## src/hw/rtl/dte_pkg.sv

```systemverilog
// Shared types and constants for the difference table extrapolator.
`timescale 1ns / 1ps
`default_nettype none

package dte_pkg;

  localparam int MaxSamples = 32;
  localparam int DataW      = 32;
  localparam int CountW     = $clog2(MaxSamples + 1);

  // Token that walks down the chain while a sample extends the table.
  typedef struct packed {
    logic             valid;
    logic [DataW-1:0] diff;
    logic             ovf;
  } fwd_tok_t;

  // Token that walks back up the chain while the final sums build.
  typedef struct packed {
    logic             valid;
    logic [DataW-1:0] nxt;
    logic [DataW-1:0] prv;
    logic             ovf;
  } back_tok_t;

  typedef enum logic [2:0] {
    S_IDLE,
    S_FWD,
    S_SEED,
    S_BACK,
    S_HOLD
  } state_t;

endpackage

`default_nettype wire

```

## src/hw/rtl/dte_cell.sv

```systemverilog
// One row cell: holds the first and last entry of one difference row.
`timescale 1ns / 1ps
`default_nettype none

module dte_cell (
  input  wire                    clk,
  input  wire                    rst,
  input  wire                    clear,
  input  dte_pkg::fwd_tok_t      fwd_in,
  output dte_pkg::fwd_tok_t      fwd_out,
  input  dte_pkg::back_tok_t     seed,
  input  dte_pkg::back_tok_t     back_in,
  output dte_pkg::back_tok_t     back_out,
  input  wire                    next_occ,
  output logic                   occ,
  output logic                   done,
  output logic                   done_ovf
);

  logic [dte_pkg::DataW-1:0] row_last;
  logic [dte_pkg::DataW-1:0] row_first;

  logic [dte_pkg::DataW-1:0] diff_next;
  logic                      diff_ovf;
  logic                      back_go;
  dte_pkg::back_tok_t        back_src;
  logic [dte_pkg::DataW-1:0] nxt_next;
  logic [dte_pkg::DataW-1:0] prv_next;
  logic                      nxt_ovf;
  logic                      prv_ovf;

  always_comb begin
    diff_next = fwd_in.diff - row_last;
    diff_ovf  = (fwd_in.diff[dte_pkg::DataW-1] ^ row_last[dte_pkg::DataW-1]) &
                (fwd_in.diff[dte_pkg::DataW-1] ^ diff_next[dte_pkg::DataW-1]);
  end

  // Start the backward walk at the deepest occupied row.
  always_comb begin
    back_go  = 1'b0;
    back_src = back_in;
    if (back_in.valid) begin
      back_go = 1'b1;
    end else if (seed.valid && occ && !next_occ) begin
      back_go  = 1'b1;
      back_src = seed;
    end
    nxt_next = back_src.nxt + row_last;
    nxt_ovf  = ~(back_src.nxt[dte_pkg::DataW-1] ^ row_last[dte_pkg::DataW-1]) &
               (back_src.nxt[dte_pkg::DataW-1] ^ nxt_next[dte_pkg::DataW-1]);
    prv_next = row_first - back_src.prv;
    prv_ovf  = (row_first[dte_pkg::DataW-1] ^ back_src.prv[dte_pkg::DataW-1]) &
               (row_first[dte_pkg::DataW-1] ^ prv_next[dte_pkg::DataW-1]);
  end

  always_ff @(posedge clk) begin
    fwd_out.diff <= diff_next;
    fwd_out.ovf  <= fwd_in.ovf | diff_ovf;
    done_ovf     <= fwd_in.ovf;
    back_out.nxt <= nxt_next;
    back_out.prv <= prv_next;
    back_out.ovf <= back_src.ovf | nxt_ovf | prv_ovf;
    if (rst || clear) begin
      occ            <= 1'b0;
      done           <= 1'b0;
      fwd_out.valid  <= 1'b0;
      back_out.valid <= 1'b0;
    end else begin
      done           <= 1'b0;
      fwd_out.valid  <= 1'b0;
      back_out.valid <= back_go;
      if (fwd_in.valid) begin
        if (occ) begin
          fwd_out.valid <= 1'b1;
        end else begin
          occ  <= 1'b1;
          done <= 1'b1;
        end
      end
    end
  end

  always_ff @(posedge clk) begin
    if (fwd_in.valid) begin
      row_last <= fwd_in.diff;
      if (!occ) begin
        row_first <= fwd_in.diff;
      end
    end
  end

endmodule

`default_nettype wire

```

## config.mk

```make
export PLATFORM = sky130hd
export DESIGN_NAME = dte_cell
export DESIGN_NICKNAME = d
export VERILOG_FILES = /design/src/hw/rtl/dte_pkg.sv /design/src/hw/rtl/dte_cell.sv
export SDC_FILE = /design/constraint.sdc
export NUM_CORES = 1
export LEC_CHECK = 0
export BUFFER_PORTS_ARGS = -buffer_cell sky130_fd_sc_hd__buf_2
export CAP_MARGIN = 15
export CORE_ASPECT_RATIO = 1.1
export CORE_MARGIN = 2
export CORE_UTILIZATION = 53
export DETAILED_ROUTE_END_ITERATION = 8
export GPL_ROUTABILITY_DRIVEN = 0
export PLACE_DENSITY = 0.81
export SLEW_MARGIN = 30
export SYNTH_ARGS = -nofsm -noshare
export SYNTH_HDL_FRONTEND = slang
export SYNTH_SLANG_ARGS = --single-unit
export TNS_END_PERCENT = 30
```

## constraint.sdc

```tcl
create_clock -name clk -period 5 [get_ports clk]
set_input_delay 0.5 -clock clk [delete_from_list [all_inputs] [get_ports clk]]
set_output_delay 0.5 -clock clk [all_outputs]
set_load 0.05 [all_outputs]
```

==> metrics.cfg <==
[clocking]
cts_tree = yes
clk_latency_ps = 420
post-cts-setup-buffers = 0
numCtsBuffers = 17
htreeDepth = 4
cts_max_path_buffers = 2
clock-sinks = 167
cts.repair.resized = 0
root_buffer = clkbuf_16
hold_buffers = 0
clk_pin_slew_ps = 70

[sta]
rsz0062_at_grt = no
fmax_mhz = 252
fin_setup_tns_ps = 0
fin_ws_ps = 1040
slew-limit-headroom_pct = 58.3
finClkSkew_ps = 8.11
post-route-period-util_pct = 79.3
drv_slew = 0
worstMarginPinSlew_ps = 623
fin_crit_ps = 3960
setup_viol = 0
hold_violations = 0

[power]
irDropWorstVdd_v = 0.000239
p_switching_mw = 1.97
power_leakage_nw = 5.50
clkPwrFrac_pct = 25.8
power.density_nw_per_um2 = 413
power.share.sequential_pct = 35.3
internal-power_mw = 2.95
swShare_pct = 40.1
combPwrFrac_pct = 38.9
fin_total_pwr_mw = 4.93

[grt]
grt_overflow = 0
first_global_vias = 8048
grt_first_pass_wirelength_um = 39200
grt_max_degree = 36
grtUsageTotal_pct = 25.6
antenna_found_initial = 0

[synth]
synth-seq-cells = 167
synth_area_leaders = dfxtp_1 21%, edfxtp_1 20%, ha_1 12%
synth-main-ff-cell = dfxtp_1
synth_area_um2 = 9680
synth-async-reset-ratio_pct = 0
ys.warnings.count = 0
ys_types = 67
synth_top_cell_area_share_pct = 21.3
synthCells = 966
synth_top_area_cell = dfxtp_1
synth-seq-area-share_pct = 41.2
syn_avg_cell_area_um2 = 10.0
synth_nets = 1232
synth_edf_count = 64

[floorplanning]
start_util_pct = 54.4
dieWidth_um = 133
die-area_um2 = 19400
num_io_pins = 273
num_rows = 51
die_h_um = 146
core-area_um2 = 17800

[finish]
diodes = 0
nets = 1517
area_growth_pct = 23.3
num-fill-cells = 1373
fin_area_um2 = 11900
drive_gt1_share_pct = 28.1
instances_no_fill = 1502

[setup_path]
endpoint_kind = flip-flop
start_kind = flip-flop
critPathRequiredTime_ps = 5370
crit_buf_inv = 2
cpLargestDelayFamily = compound AO/OA/AOI/OAI gates
r2r_cells = 15
reg2reg_to = back_out[31]
crit_type = flip-flop to flip-flop
path_cells = nand3b_1, nor2_4, buf_12, buf_4, mux2i_1, ha_1, a2111oi_4, nand4b_1, nor3_2, nor3_1, a311oi_2, o21ai_2, a211o_1, a2111o_1, nand3_1
r2r-start = occ
slowest_stage = a311oi_2
cp.arrival_ps = 4340
worst_path_largest_cell_delay_ps = 430
r2r_slack_ps = 1040
critPathMaxFanout = 16

[route]
dr_total_vias = 8343
drt_pass1_iterations = 5
routed_via_density = 5.55
drt_iter0_drc = 719
wl_um = 25100
ant_nets = 0
drc = 0
wire_per_inst_um = 16.7

[hold_path]
hold_path.class = input port to flip-flop
worstHoldPathCells = 1
min_to = done_ovf
hp-start = fwd_in[0]

[run_status]
outcome = complete, no violations

[place]
placed_cell_area_um2 = 11400
dp_hpwl_um = 20100
portBuffers = 272
place_inst = 1470
preCtsSetupSlack_ps = 781

[job]
drv_cap = 0

## synth_stat cells, drive strengths merged (9+ instances only)
library cell / number
o21a: 13
clkbuf: 14
nor3: 16
dfxtp: 103
nor2: 54
a21o: 30
o21ai: 54
xnor2: 53
mux2: 33
nand2: 60
nand2b: 12
and3: 12
edfxtp: 64
inv: 67
xor2: 26
o21bai: 12
a21oi: 84
mux2i: 36
nand3: 17
nor2b: 15
and2: 9
ha: 93
## final cells by class
| type | instances | area (um^2) | area share (%) |
|---|---|---|---|
| clock buffer | 23 | 478 | 4.00 |
| inverter | 67 | 251 | 2.11 |
| tap | 238 | 298 | 2.50 |
| clock inverter | 9 | 91.3 | 0.765 |
| sequential | 167 | 3980 | 33.4 |
| multi-input combinational | 718 | 5400 | 45.2 |
| timing repair buffer | 280 | 1430 | 12.0 |
## stage by stage
step,hold slack (ps),util (%)
finish,189,67.0
floorplan,479,-
CTS,177,67.0
global route,174,67.0
global placement,510,63.8
detailed placement,509,63.8
## worst reg2reg max path: stages, from the launching register on
cell and delay (ps):
dfxtp_1 390, nand3b_1 160, nor2_4 200, buf_12 180, buf_4 210, mux2i_1 280
ha_1 350, a2111oi_4 390, nand4b_1 150, nor3_2 160, nor3_1 100, a311oi_2 430
o21ai_2 130, a211o_1 340, a2111o_1 380, nand3_1 70
## flip-flops by register name, indices dropped and copies added, names as in the netlist
register / flops
back_out: 66
occ: 1
fwd_out: 34
done_ovf: 1
row_first: 32
done: 1
row_last: 32
## cells by family after synthesis
logic type / after synthesis / share of synthesized area (%)
DFF: 167 / 41.2
muxes: 69 / 7.56
buffers and inverters: 81 / 3.14
adders and majority gates: 96 / 12.6
and+or+nand+nor: 209 / 10.3
AOI/OAI and AO/OA: 265 / 18.0
xor gates and xnor gates: 79 / 7.15
## power groups by stage
stage                     clock network (mW)  registers, mW  logic, mW
after floorplan                            0           2.51      0.680
after global placement                     0           1.76       1.87
after detailed placement                   0           1.77       1.90
after CTS                               1.28           1.74       1.91
after global routing                    1.34           1.76       2.03
final                                   1.27           1.74       1.91
## cell usage in the layout (no fill, tap or decap), types with 13 or more instances in the layout
cell type | Yosys | final
buf_2 | 0 | 272
xor2_1 | 26 | 26
inv_1 | 67 | 67
clkbuf_16 | 0 | 17
nor2_1 | 54 | 53
a21o_1 | 30 | 30
o21a_1 | 13 | 13
mux2_2 | 33 | 33
dfxtp_1 | 103 | 103
nor2b_1 | 15 | 14
a21oi_1 | 84 | 84
nand3_1 | 17 | 17
xnor2_1 | 53 | 53
edfxtp_1 | 64 | 64
mux2i_1 | 36 | 36
nor3_1 | 15 | 15
o21ai_0 | 46 | 46
nand2_1 | 60 | 60
ha_1 | 93 | 93
## layer usage
| layer | global-route usage [%] | vias to the layer above | routed length [um] |
|---|---|---|---|
| li1 | - | 4097 | - |
| met1 | 33.7 | 3852 | 10800 |
| met2 | 42.6 | 348 | 12100 |
| met3 | 4.01 | 46 | 1520 |
| met4 | 9.35 | 0 | 662 |
| met5 | 0 | - | 0 |
## worst max path at each step
| stage | endpoint | slack (ps) | start | depth (start not counted) |
|---|---|---|---|---|
| after global routing | back_out[0] | 790 | occ | 14 |
| after floorplan | back_out[31] | 690 | occ | 15 |
| after global placement | back_out[31] | 940 | next_occ | 16 |
| final | back_out[31] | 1040 | occ | 15 |
| after detailed placement | back_out[31] | 780 | next_occ | 16 |
| after CTS | back_out[31] | 1050 | occ | 15 |
Note: power is estimated with default switching activity, not from simulation.
